<file path="config.mk">
export PLATFORM = sky130hd
export DESIGN_NAME = first_fit_free_list_allocator_unit
export DESIGN_NICKNAME = d
export VERILOG_FILES = /design/src/rtl/core/ffa_pkg.sv /design/src/rtl/core/ffa_cell.sv /design/src/rtl/core/ffa_ctrl.sv /design/src/rtl/core/first_fit_free_list_allocator_unit.sv
export VERILOG_INCLUDE_DIRS = /design/src /design/src/rtl/core
export SDC_FILE = /design/constraint.sdc
export NUM_CORES = 2
export LEC_CHECK = 0
export BUFFER_PORTS_ARGS = -buffer_cell sky130_fd_sc_hd__buf_4
export CORE_MARGIN = 2
export CORE_UTILIZATION = 45
export CTS_CLUSTER_DIAMETER = 80
export DETAILED_ROUTE_END_ITERATION = 6
export GPL_TIMING_DRIVEN = 0
export PLACE_DENSITY = 0.61
export SLEW_MARGIN = 20
export SYNTH_ARGS = -nofsm -noshare
export SYNTH_HDL_FRONTEND = slang
export SYNTH_HIERARCHICAL = 1
export SYNTH_SLANG_ARGS = --single-unit
</file>
<file path="constraint.sdc">
create_clock -name clk_i -period 13.1 [get_ports clk_i]
set_clock_uncertainty 0.05 [all_clocks]
set_input_delay 0.655 -clock clk_i [delete_from_list [all_inputs] [get_ports clk_i]]
set_output_delay 0.655 -clock clk_i [all_outputs]
set_load 0.05 [all_outputs]
</file>
<file path="src/rtl/core/first_fit_free_list_allocator_unit_macros.svh">
// first_fit_free_list_allocator_unit_macros.svh
// assertion macros used by ffa_ctrl; expects clk_i and rst_ni in scope
`ifndef FIRST_FIT_FREE_LIST_ALLOCATOR_UNIT_MACROS_SVH
`define FIRST_FIT_FREE_LIST_ALLOCATOR_UNIT_MACROS_SVH

// same-cycle implication
`define FFA_ASSERT_IMP(lbl, ante, cons) \
  lbl: assert property (@(posedge clk_i) disable iff (!rst_ni) (ante) |-> (cons)) \
    else $error("allocator check failed");

// next-cycle implication
`define FFA_ASSERT_NXT(lbl, ante, cons) \
  lbl: assert property (@(posedge clk_i) disable iff (!rst_ni) (ante) |=> (cons)) \
    else $error("allocator check failed");

`endif

</file>
<file path="src/rtl/core/ffa_pkg.sv">
// ffa_pkg: shared types and constants of the first-fit allocator
// used by ffa_cell, ffa_ctrl and the top level
`default_nettype none
package ffa_pkg;

  typedef enum logic [1:0] {
    FN_INIT  = 2'd0,
    FN_ALLOC = 2'd1,
    FN_FREE  = 2'd2,
    FN_NONE  = 2'd3
  } func_e;

  typedef enum logic [2:0] {
    S_IDLE,
    S_ALLOC,
    S_SCAN,
    S_MERGE,
    S_APPLY,
    S_DONE
  } state_e;

  typedef enum logic {
    REG_BASE = 1'b0,
    REG_SIZE = 1'b1
  } reg_idx_e;

  // control from the scan engine to every cell of the ring
  typedef struct packed {
    logic shift;
    logic init;
  } cell_ctl_t;

  localparam logic [31:0] RESET_BASE = 32'h0000_4000;
  localparam logic [32:0] RESET_SIZE = 33'h0_000F_C000;

endpackage
`default_nettype wire

</file>
<file path="src/rtl/core/ffa_cell.sv">
// ffa_cell: one table entry (valid, base, size) of the rotating ring
// depends on ffa_pkg
`default_nettype none
module ffa_cell #(
  parameter int unsigned ADDR_BITS = 20,
  parameter bit          IS_HOME   = 1'b0
) (
  input  wire                   clk_i,
  input  wire                   rst_ni,
  input  ffa_pkg::cell_ctl_t    ctl_i,
  input  wire                   nxt_valid_i,
  input  wire  [ADDR_BITS-1:0]  nxt_base_i,
  input  wire  [ADDR_BITS:0]    nxt_size_i,
  input  wire  [ADDR_BITS-1:0]  init_base_i,
  input  wire  [ADDR_BITS:0]    init_size_i,
  output logic                  valid_o,
  output logic [ADDR_BITS-1:0]  base_o,
  output logic [ADDR_BITS:0]    size_o
);
  import ffa_pkg::*;

  logic                 valid_q;
  logic [ADDR_BITS-1:0] base_q;
  logic [ADDR_BITS:0]   size_q;

  always_ff @(posedge clk_i or negedge rst_ni) begin
    if (!rst_ni) begin
      valid_q <= IS_HOME;
    end else if (ctl_i.init) begin
      valid_q <= IS_HOME;
    end else if (ctl_i.shift) begin
      valid_q <= nxt_valid_i;
    end
  end

  always_ff @(posedge clk_i or negedge rst_ni) begin
    if (!rst_ni) begin
      base_q <= RESET_BASE[ADDR_BITS-1:0];
      size_q <= RESET_SIZE[ADDR_BITS:0];
    end else if (ctl_i.init) begin
      base_q <= init_base_i;
      size_q <= init_size_i;
    end else if (ctl_i.shift) begin
      base_q <= nxt_base_i;
      size_q <= nxt_size_i;
    end
  end

  assign valid_o = valid_q;
  assign base_o  = base_q;
  assign size_o  = size_q;

endmodule
`default_nettype wire

</file>
<file path="src/rtl/core/ffa_ctrl.sv">
// ffa_ctrl: scan engine that watches the head of the cell ring and rewrites entries
// depends on ffa_pkg and the allocator macro header
`default_nettype none
`include "first_fit_free_list_allocator_unit_macros.svh"
module ffa_ctrl #(
  parameter int unsigned NUM_ENTRIES = 64,
  parameter int unsigned ADDR_BITS   = 20
) (
  input  wire                   clk_i,
  input  wire                   rst_ni,
  input  wire                   req_valid_i,
  output logic                  req_ready_o,
  input  wire  [1:0]            req_func_i,
  input  wire  [ADDR_BITS-1:0]  req_addr_i,
  input  wire  [ADDR_BITS:0]    req_len_i,
  output logic                  rsp_valid_o,
  input  wire                   rsp_ready_i,
  output logic                  rsp_ok_o,
  output logic [ADDR_BITS-1:0]  rsp_grant_o,
  input  wire                   head_valid_i,
  input  wire  [ADDR_BITS-1:0]  head_base_i,
  input  wire  [ADDR_BITS:0]    head_size_i,
  output logic                  wb_valid_o,
  output logic [ADDR_BITS-1:0]  wb_base_o,
  output logic [ADDR_BITS:0]    wb_size_o,
  output ffa_pkg::cell_ctl_t    ctl_o
);
  import ffa_pkg::*;

  localparam int unsigned IDXW = $clog2(NUM_ENTRIES);
  localparam logic [IDXW-1:0] LAST = IDXW'(NUM_ENTRIES - 1);
  localparam logic [ADDR_BITS:0] SIZE_MAX = {(ADDR_BITS+1){1'b1}};

  state_e state_q, state_d;
  logic [IDXW-1:0]      cnt_q, cnt_d;
  logic [ADDR_BITS-1:0] addr_q;
  logic [ADDR_BITS:0]   len_q;
  logic                 found_q, found_d;
  logic                 ok_q, ok_d;
  logic [ADDR_BITS-1:0] grant_q, grant_d;
  logic                 fhit_q, fhit_d, bhit_q, bhit_d;
  logic [IDXW-1:0]      fidx_q, fidx_d, bidx_q, bidx_d;
  logic [ADDR_BITS:0]   fsize_q, fsize_d, bsize_q, bsize_d;
  logic [ADDR_BITS:0]   merged_q, merged_d;
  logic                 out_valid_q, out_ok_q;
  logic [ADDR_BITS-1:0] out_grant_q;

  logic accept, last, busy_shift, buse, head_end_hit, head_start_hit, out_load;
  logic [ADDR_BITS+1:0] head_end, free_end;
  logic [ADDR_BITS+2:0] sum3;

  assign accept = req_valid_i && req_ready_o;
  assign last   = (cnt_q == LAST);
  // a zero-size entry can match both sides; then it only counts as front
  assign buse   = bhit_q && !(fhit_q && (fidx_q == bidx_q));

  assign head_end       = {1'b0, head_base_i} + {1'b0, head_size_i};
  assign free_end       = {2'b00, addr_q} + {1'b0, len_q};
  assign head_end_hit   = head_valid_i && (head_end == {2'b00, addr_q});
  assign head_start_hit = head_valid_i && ({2'b00, head_base_i} == free_end);
  assign sum3 = {2'b00, (fhit_q ? fsize_q : '0)} + {2'b00, (buse ? bsize_q : '0)}
              + {2'b00, len_q};

  // next state
  always_comb begin
    state_d = state_q;
    case (state_q)
      S_IDLE: begin
        if (accept) begin
          case (func_e'(req_func_i))
            FN_ALLOC: state_d = S_ALLOC;
            FN_FREE:  state_d = S_SCAN;
            default:  state_d = S_DONE;
          endcase
        end
      end
      S_ALLOC: if (last) state_d = S_DONE;
      S_SCAN:  if (last) state_d = S_MERGE;
      S_MERGE: state_d = S_APPLY;
      S_APPLY: if (last) state_d = S_DONE;
      S_DONE:  if (!out_valid_q || rsp_ready_i) state_d = S_IDLE;
      default: state_d = S_IDLE;
    endcase
  end

  // outputs and datapath
  always_comb begin
    busy_shift = (state_q == S_ALLOC) || (state_q == S_SCAN) || (state_q == S_APPLY);
    req_ready_o = (state_q == S_IDLE);
    ctl_o.shift = busy_shift;
    ctl_o.init  = accept && (func_e'(req_func_i) == FN_INIT);
    out_load    = (state_q == S_DONE) && (!out_valid_q || rsp_ready_i);

    wb_valid_o = head_valid_i;
    wb_base_o  = head_base_i;
    wb_size_o  = head_size_i;

    // the index follows the ring position, back to zero after a full pass
    cnt_d    = busy_shift ? (last ? '0 : cnt_q + 1'b1) : cnt_q;
    found_d  = found_q;
    ok_d     = ok_q;
    grant_d  = grant_q;
    fhit_d   = fhit_q;  fidx_d = fidx_q;  fsize_d = fsize_q;
    bhit_d   = bhit_q;  bidx_d = bidx_q;  bsize_d = bsize_q;
    merged_d = merged_q;

    case (state_q)
      S_IDLE: begin
        if (accept) begin
          cnt_d   = '0;
          found_d = 1'b0;
          grant_d = '0;
          fhit_d  = 1'b0;
          bhit_d  = 1'b0;
          ok_d    = (func_e'(req_func_i) == FN_INIT);
        end
      end
      S_ALLOC: begin
        if (!found_q && head_valid_i && (head_size_i >= len_q)) begin
          found_d = 1'b1;
          grant_d = head_base_i;
          if (head_size_i > len_q) begin
            wb_size_o = head_size_i - len_q;
            wb_base_o = head_base_i + len_q[ADDR_BITS-1:0];
          end else begin
            wb_valid_o = 1'b0;
          end
        end
        if (last) ok_d = found_d;
      end
      S_SCAN: begin
        if (!fhit_q && head_end_hit) begin
          fhit_d = 1'b1;  fidx_d = cnt_q;  fsize_d = head_size_i;
        end
        if (!bhit_q && head_start_hit) begin
          bhit_d = 1'b1;  bidx_d = cnt_q;  bsize_d = head_size_i;
        end
      end
      S_MERGE: begin
        merged_d = (sum3 > {2'b00, SIZE_MAX}) ? SIZE_MAX : sum3[ADDR_BITS:0];
      end
      S_APPLY: begin
        if (fhit_q && (cnt_q == fidx_q)) begin
          wb_size_o = merged_q;
        end
        if (buse && (cnt_q == bidx_q)) begin
          if (fhit_q) begin
            wb_valid_o = 1'b0;
          end else begin
            wb_base_o = addr_q;
            wb_size_o = merged_q;
          end
        end
        // no neighbor: take the lowest empty entry
        if (!fhit_q && !buse && !found_q && !head_valid_i) begin
          found_d    = 1'b1;
          wb_valid_o = 1'b1;
          wb_base_o  = addr_q;
          wb_size_o  = len_q;
        end
        if (last) ok_d = fhit_q || buse || found_d;
      end
      default: ;
    endcase
  end

  always_ff @(posedge clk_i or negedge rst_ni) begin
    if (!rst_ni) begin
      state_q     <= S_IDLE;
      cnt_q       <= '0;
      out_valid_q <= 1'b0;
    end else begin
      state_q <= state_d;
      cnt_q   <= cnt_d;
      if (out_load) begin
        out_valid_q <= 1'b1;
      end else if (rsp_ready_i) begin
        out_valid_q <= 1'b0;
      end
    end
  end

  always_ff @(posedge clk_i) begin
    if (accept) begin
      addr_q <= req_addr_i;
      len_q  <= req_len_i;
    end
    found_q  <= found_d;
    ok_q     <= ok_d;
    grant_q  <= grant_d;
    fhit_q   <= fhit_d;  fidx_q <= fidx_d;  fsize_q <= fsize_d;
    bhit_q   <= bhit_d;  bidx_q <= bidx_d;  bsize_q <= bsize_d;
    merged_q <= merged_d;
    if (out_load) begin
      out_ok_q    <= ok_q;
      out_grant_q <= ok_q ? grant_q : '0;
    end
  end

  assign rsp_valid_o = out_valid_q;
  assign rsp_ok_o    = out_ok_q;
  assign rsp_grant_o = out_grant_q;

  `FFA_ASSERT_NXT(a_alloc_starts_at_zero, accept && (req_func_i == FN_ALLOC), (state_q == S_ALLOC) && (cnt_q == '0))
  `FFA_ASSERT_IMP(a_ring_home_at_merge, state_q == S_MERGE, cnt_q == '0)
  `FFA_ASSERT_IMP(a_fail_has_no_grant, out_valid_q && !out_ok_q, out_grant_q == '0)
  `FFA_ASSERT_NXT(a_result_held, out_valid_q && !rsp_ready_i, out_valid_q && $stable(out_grant_q))

endmodule
`default_nettype wire

</file>
<file path="src/rtl/core/first_fit_free_list_allocator_unit.sv">
// First-fit free-list allocator. The free-region table is a ring of NUM_ENTRIES cells that
// rotates by one entry per cycle past a single scan engine during each pass of an operation.
// Init and the unused operation code go from idle straight to the done state; allocate
// makes one pass; free makes a pass to find neighbors, a merge step and a pass to rewrite.
// The result then sits in an output register until taken, and a new request is accepted
// while it waits. Configuration writes take effect at the next init. No clearing pass.
// depends on ffa_pkg, ffa_cell and ffa_ctrl
`default_nettype none
module first_fit_free_list_allocator_unit #(
  parameter int unsigned NUM_ENTRIES = 64,
  parameter int unsigned ADDR_BITS   = 20
) (
  input  wire                   clk_i,
  input  wire                   rst_ni,
  input  wire                   cfg_we_i,
  input  wire                   cfg_idx_i,
  input  wire  [ADDR_BITS:0]    cfg_wdata_i,
  input  wire                   s_axis_tvalid,
  output logic                  s_axis_tready,
  // func, address, length from bit 0 up, zero padded
  input  wire  [((2*ADDR_BITS+3+7)/8)*8-1:0] s_axis_tdata,
  output logic                  m_axis_tvalid,
  input  wire                   m_axis_tready,
  // ok, granted_address from bit 0 up, zero padded
  output logic [((ADDR_BITS+1+7)/8)*8-1:0]   m_axis_tdata
);
  import ffa_pkg::*;

  localparam int unsigned OUT_W = ((ADDR_BITS+1+7)/8)*8;

  logic [ADDR_BITS-1:0] region_base_q;
  logic [ADDR_BITS:0]   region_size_q;

  logic                 cv [NUM_ENTRIES];
  logic [ADDR_BITS-1:0] cb [NUM_ENTRIES];
  logic [ADDR_BITS:0]   cs [NUM_ENTRIES];

  logic                 wb_valid, rsp_ok;
  logic [ADDR_BITS-1:0] wb_base, rsp_grant;
  logic [ADDR_BITS:0]   wb_size;
  cell_ctl_t            ctl;

  always_ff @(posedge clk_i or negedge rst_ni) begin
    if (!rst_ni) begin
      region_base_q <= RESET_BASE[ADDR_BITS-1:0];
      region_size_q <= RESET_SIZE[ADDR_BITS:0];
    end else if (cfg_we_i) begin
      case (reg_idx_e'(cfg_idx_i))
        REG_BASE: region_base_q <= cfg_wdata_i[ADDR_BITS-1:0];
        REG_SIZE: region_size_q <= cfg_wdata_i;
        default:  ;
      endcase
    end
  end

  for (genvar k = 0; k < NUM_ENTRIES; k++) begin : g_cell
    if (k == NUM_ENTRIES - 1) begin : g_tail
      ffa_cell #(.ADDR_BITS(ADDR_BITS), .IS_HOME(k == 0)) u_cell (
        .clk_i, .rst_ni, .ctl_i(ctl),
        .nxt_valid_i(wb_valid), .nxt_base_i(wb_base), .nxt_size_i(wb_size),
        .init_base_i(region_base_q), .init_size_i(region_size_q),
        .valid_o(cv[k]), .base_o(cb[k]), .size_o(cs[k])
      );
    end else begin : g_body
      ffa_cell #(.ADDR_BITS(ADDR_BITS), .IS_HOME(k == 0)) u_cell (
        .clk_i, .rst_ni, .ctl_i(ctl),
        .nxt_valid_i(cv[k+1]), .nxt_base_i(cb[k+1]), .nxt_size_i(cs[k+1]),
        .init_base_i(region_base_q), .init_size_i(region_size_q),
        .valid_o(cv[k]), .base_o(cb[k]), .size_o(cs[k])
      );
    end
  end

  ffa_ctrl #(.NUM_ENTRIES(NUM_ENTRIES), .ADDR_BITS(ADDR_BITS)) u_ctrl (
    .clk_i, .rst_ni,
    .req_valid_i(s_axis_tvalid),
    .req_ready_o(s_axis_tready),
    .req_func_i(s_axis_tdata[1:0]),
    .req_addr_i(s_axis_tdata[ADDR_BITS+1:2]),
    .req_len_i(s_axis_tdata[2*ADDR_BITS+2:ADDR_BITS+2]),
    .rsp_valid_o(m_axis_tvalid),
    .rsp_ready_i(m_axis_tready),
    .rsp_ok_o(rsp_ok),
    .rsp_grant_o(rsp_grant),
    .head_valid_i(cv[0]),
    .head_base_i(cb[0]),
    .head_size_i(cs[0]),
    .wb_valid_o(wb_valid),
    .wb_base_o(wb_base),
    .wb_size_o(wb_size),
    .ctl_o(ctl)
  );

  assign m_axis_tdata = OUT_W'({rsp_grant, rsp_ok});

endmodule
`default_nettype wire

</file>
==> results.py <==
metrics = {
    "logic_synthesis": {
        "syn_area_mm2": 0.142,
        "synth_cells": 13100,
        "async_flop_share_pct": 94.4,
        "yosysSeqAreaShare_pct": 52.0,
        "synth_xor_area_share_pct": 0.792,
        "synth-seq-cells": 2900,
        "synth_warnings": 6,
        "synth_top_family_by_area": "multiplexers",
        "synth.area.mux_share_pct": 19.5,
        "synth_compound_area_share_pct": 11.1,
        "syn-mean-instance-area_um2": 10.8,
        "synthAdderAreaFrac_pct": 1.28,
        "synth_edf_count": 161,
        "synth-main-ff-cell": "dfrtp_1",
        "synth_cell_type_count": 96,
        "synth-simple-area-share_pct": 8.84,
    },
    "sta": {
        "rsz0062_at_grt": "false",
        "fin_ws_ns": 7.34,
        "final_hold_viol_count": 0,
        "period_share_pct": 43.9,
        "fmax_mhz": 174,
        "drv_slew": 0,
        "worst_slew_margin_rel_pct": 35.0,
        "worstMarginPinSlew_ns": 0.975,
        "finalSetupViolCount": 0,
        "setup_tns_ns": 0,
        "period_needed_ns": 5.76,
    },
    "clock_network": {
        "cts_repair_resize_count": 0,
        "clk_pin_slew_worst_paths_ns": 0.06,
        "cts-root-buf": "clkbuf_16",
        "cts-htree-levels": 5,
        "cts_made_buffers": 320,
        "cts_hold_buf": 64,
        "postCtsSetupBuffers": 0,
        "clockBufferDepth": 4,
        "cts_sinks": 2900,
        "cts_tree": "built",
        "worstSkewPairLatency_ns": 0.94,
    },
    "job": {
        "max_cap_viol_count": 0,
    },
    "routing": {
        "met2_length_mm": 175,
        "drt-pass1-iter-count": 6,
        "wl_per_cell_um": 21.2,
        "drt_iter0_markers": 8810,
        "drc": 0,
        "m1WireLength_mm": 180,
        "ant_nets": 0,
        "wl_met3_mm": 17.0,
        "viasPerCell": 5.48,
        "top_layer": "met5",
        "vias": 99100,
        "wirelength_mm": 384,
    },
    "setup_path": {
        "crit_arrival_ns": 6.36,
        "cp-start-kind": "register",
        "path_max_fanout": 10,
        "path_class": "register to register",
        "required_ns": 13.70,
        "cp-end-kind": "register",
    },
    "pwr": {
        "p_seq_share_pct": 36.2,
        "max-vdd-ir-drop_uv": 139,
        "switching_share_pct": 37.2,
        "clkPwrFrac_pct": 18.8,
        "p_sw_mw": 18.2,
        "power.density_mw_per_mm2": 303,
        "pwr-share-comb_pct": 45.0,
        "p_leak_nw": 70.3,
        "p_int_mw": 30.7,
    },
    "grt": {
        "grt-ovfl-total": 0,
        "track_usage_pct": 23.7,
        "antenna_found_initial": 3,
        "grt_max_degree": 143,
        "grt_pass1_vias": 98900,
        "grt_pass1_wl_mm": 609,
    },
    "die": {
        "die_w_um": 566,
        "rows": 206,
        "coreArea_mm2": 0.315,
        "die_y_um": 566,
        "io_pins": 101,
        "initial_utilization_pct": 45.2,
        "die-area_mm2": 0.320,
    },
    "placed_design": {
        "finalWeightedCongestion": 0.916,
        "numPortBuffers": 92,
        "hpwl_mm": 270,
        "dp_worst_setup_slack_ns": 7.37,
    },
    "finish": {
        "drive_above_1_share_pct": 15.1,
        "num-nets-final": 13900,
        "area_growth_pct": 13.6,
    },
    "worst_hold_path": {
        "hp-class": "primary input to register",
    },
    "outcome": {
        "status": "complete, no violations",
    },
}
## power groups by stage
stage | clock, mW | combinational (mW) | sequential (mW)
6_report | 9.18 | 22.0 | 17.7
5_1_grt | 9.74 | 24.1 | 18.2
4_1_cts | 9.38 | 22.1 | 17.8
3_5_place_dp | 0 | 22.0 | 17.9
3_3_place_gp | 0 | 21.1 | 18.2
2_1_floorplan | 0 | 18.1 | 16.2
## metal layers
layer  vias up  track usage (%)
li1      47000                -
met1     49100             34.6
met2      2395             37.2
met3       611             2.39
met4         2             7.01
met5         -                0
## per-stage QoR
step / total power [mW] / instance area, um2 / hold WS [ns] / utilization [%] / instances
after global routing: 52.1 / 161000 / 0.0789 / 51.3 / 18100
after detailed placement: 39.8 / 150000 / 0.422 / 47.7 / 17400
after CTS: 49.2 / 161000 / 0.0177 / 51.3 / 18100
after global placement: 39.3 / 148000 / 0.418 / 47.0 / 17400
after floorplan: 34.3 / 142000 / 0.309 / - / 13100
final: 48.9 / 161000 / 0.0806 / 51.3 / 18100
## critical path, stage by stage (launching register included)
cell and delay (ns):
edfxtp_1 0.31, clkbuf_1 0.50, nand4_1 0.18, o41a_1 0.50
clkbuf_1 0.34, and2_1 0.28, fa_1 0.46, ha_1 0.26
fa_1 0.50, a211oi_1 0.26, nor2_1 0.12, o221ai_1 0.21
a21oi_1 0.14, o41ai_2 0.47, nand4b_1 0.22, nand2_1 0.08
o31ai_2 0.13, buf_4 0.27, buf_6 0.15, nand2_1 0.06
## worst paths after layout
path                            startpoint                                   to  slack, ns  cells past startpoint
max in group asynchronous           rst_ni  g_cell[52].g_body.u_cell/size_o[14]       9.49                      7
max reg2reg                  u_ctrl/fhit_q                   u_ctrl/merged_q[7]       7.34                     19
min                               cfg_we_i                    region_size_q[20]       0.08                      3
min reg2reg                u_ctrl/cnt_q[3]                     u_ctrl/fidx_q[3]       0.43                      0
min in group asynchronous           rst_ni  g_cell[24].g_body.u_cell/base_o[10]       0.28                      2
max                          u_ctrl/fhit_q                   u_ctrl/merged_q[7]       7.34                     19
## cell usage after synthesis, drive strengths merged, types with 5 or more instances
cell type	count	area, um2
inv	50	188
nor4	16	119
a21oi	99	503
nor2b	16	108
o211ai	12	90.1
nand2	2710	10200
or2	6	37.5
dfrtp	2283	57100
clkbuf	99	372
a31oi	12	75.1
dfstp	456	12000
a2111oi	7	93.9
a21o	33	248
or3	16	100
fa	26	521
mux2i	2716	27200
and2	87	544
buf	859	8600
mux2	42	548
and3	12	75.1
o21a	17	128
nand3	29	150
nor3b	5	37.5
xor2	52	470
a222oi	10	100
o21bai	5	37.5
nand2b	15	93.8
o21ai	2735	13700
a22oi	22	165
a211oi	24	180
xnor2	74	656
edfxtp	161	4830
nor3	39	200
ha	104	1300
nor2	161	604
nand4	26	163
## registers in the layout (all words and copies together) (netlist names), 6 cells and up
| signal | flops |
|---|---|
| g_cell.g_body.u_cell/valid_o | 63 |
| g_cell.g_body.u_cell/base_o | 1260 |
| u_ctrl/addr_q | 20 |
| u_ctrl/fsize_q | 21 |
| u_ctrl/bidx_q | 6 |
| u_ctrl/len_q | 21 |
| region_base_q | 20 |
| region_size_q | 21 |
| u_ctrl/cnt_q | 6 |
| u_ctrl/fidx_q | 6 |
| u_ctrl/merged_q | 21 |
| u_ctrl/grant_q | 20 |
| g_cell.g_tail.u_cell/base_o | 20 |
| g_cell.g_tail.u_cell/size_o | 21 |
| u_ctrl/bsize_q | 21 |
| g_cell.g_body.u_cell/size_o | 1323 |
| u_ctrl/rsp_grant_o | 20 |
## cell usage in the layout (no fill, tap or decap), drive strengths merged, types with 74 or more instances in the layout
cell type	instances
a21oi	99
and2	87
buf	1027
clkbuf	585
clkinv	76
dfrtp	2283
dfstp	456
edfxtp	161
ha	104
mux2i	2716
nand2	2710
nor2	161
o21ai	2735
xnor2	74
## layout make-up
cell class	instances	area [um2]
multi-input combinational	9201	59100
inverter	50	188
fill	27900	153000
antenna	1	2.50
timing repair buffer	232	3220
tap	4160	5200
clock inverter	105	1180
sequential	2900	74100
clock buffer	486	9520
buffer	958	8980
## cells by family (layout without fill, tap and decap cells)
family                     count (synthesis)  count (layout)
buffers and inverters                   1008            1831
adders and majority gates                130             130
other                                      1               4
xor gates and xnor gates                 126             126
muxes                                   2758            2758
DFF                                     2900            2900
AOI/OAI and AO/OA                       3028            3028
and+or+nand+nor                         3156            3156
(Power assumes the default switching activity.)
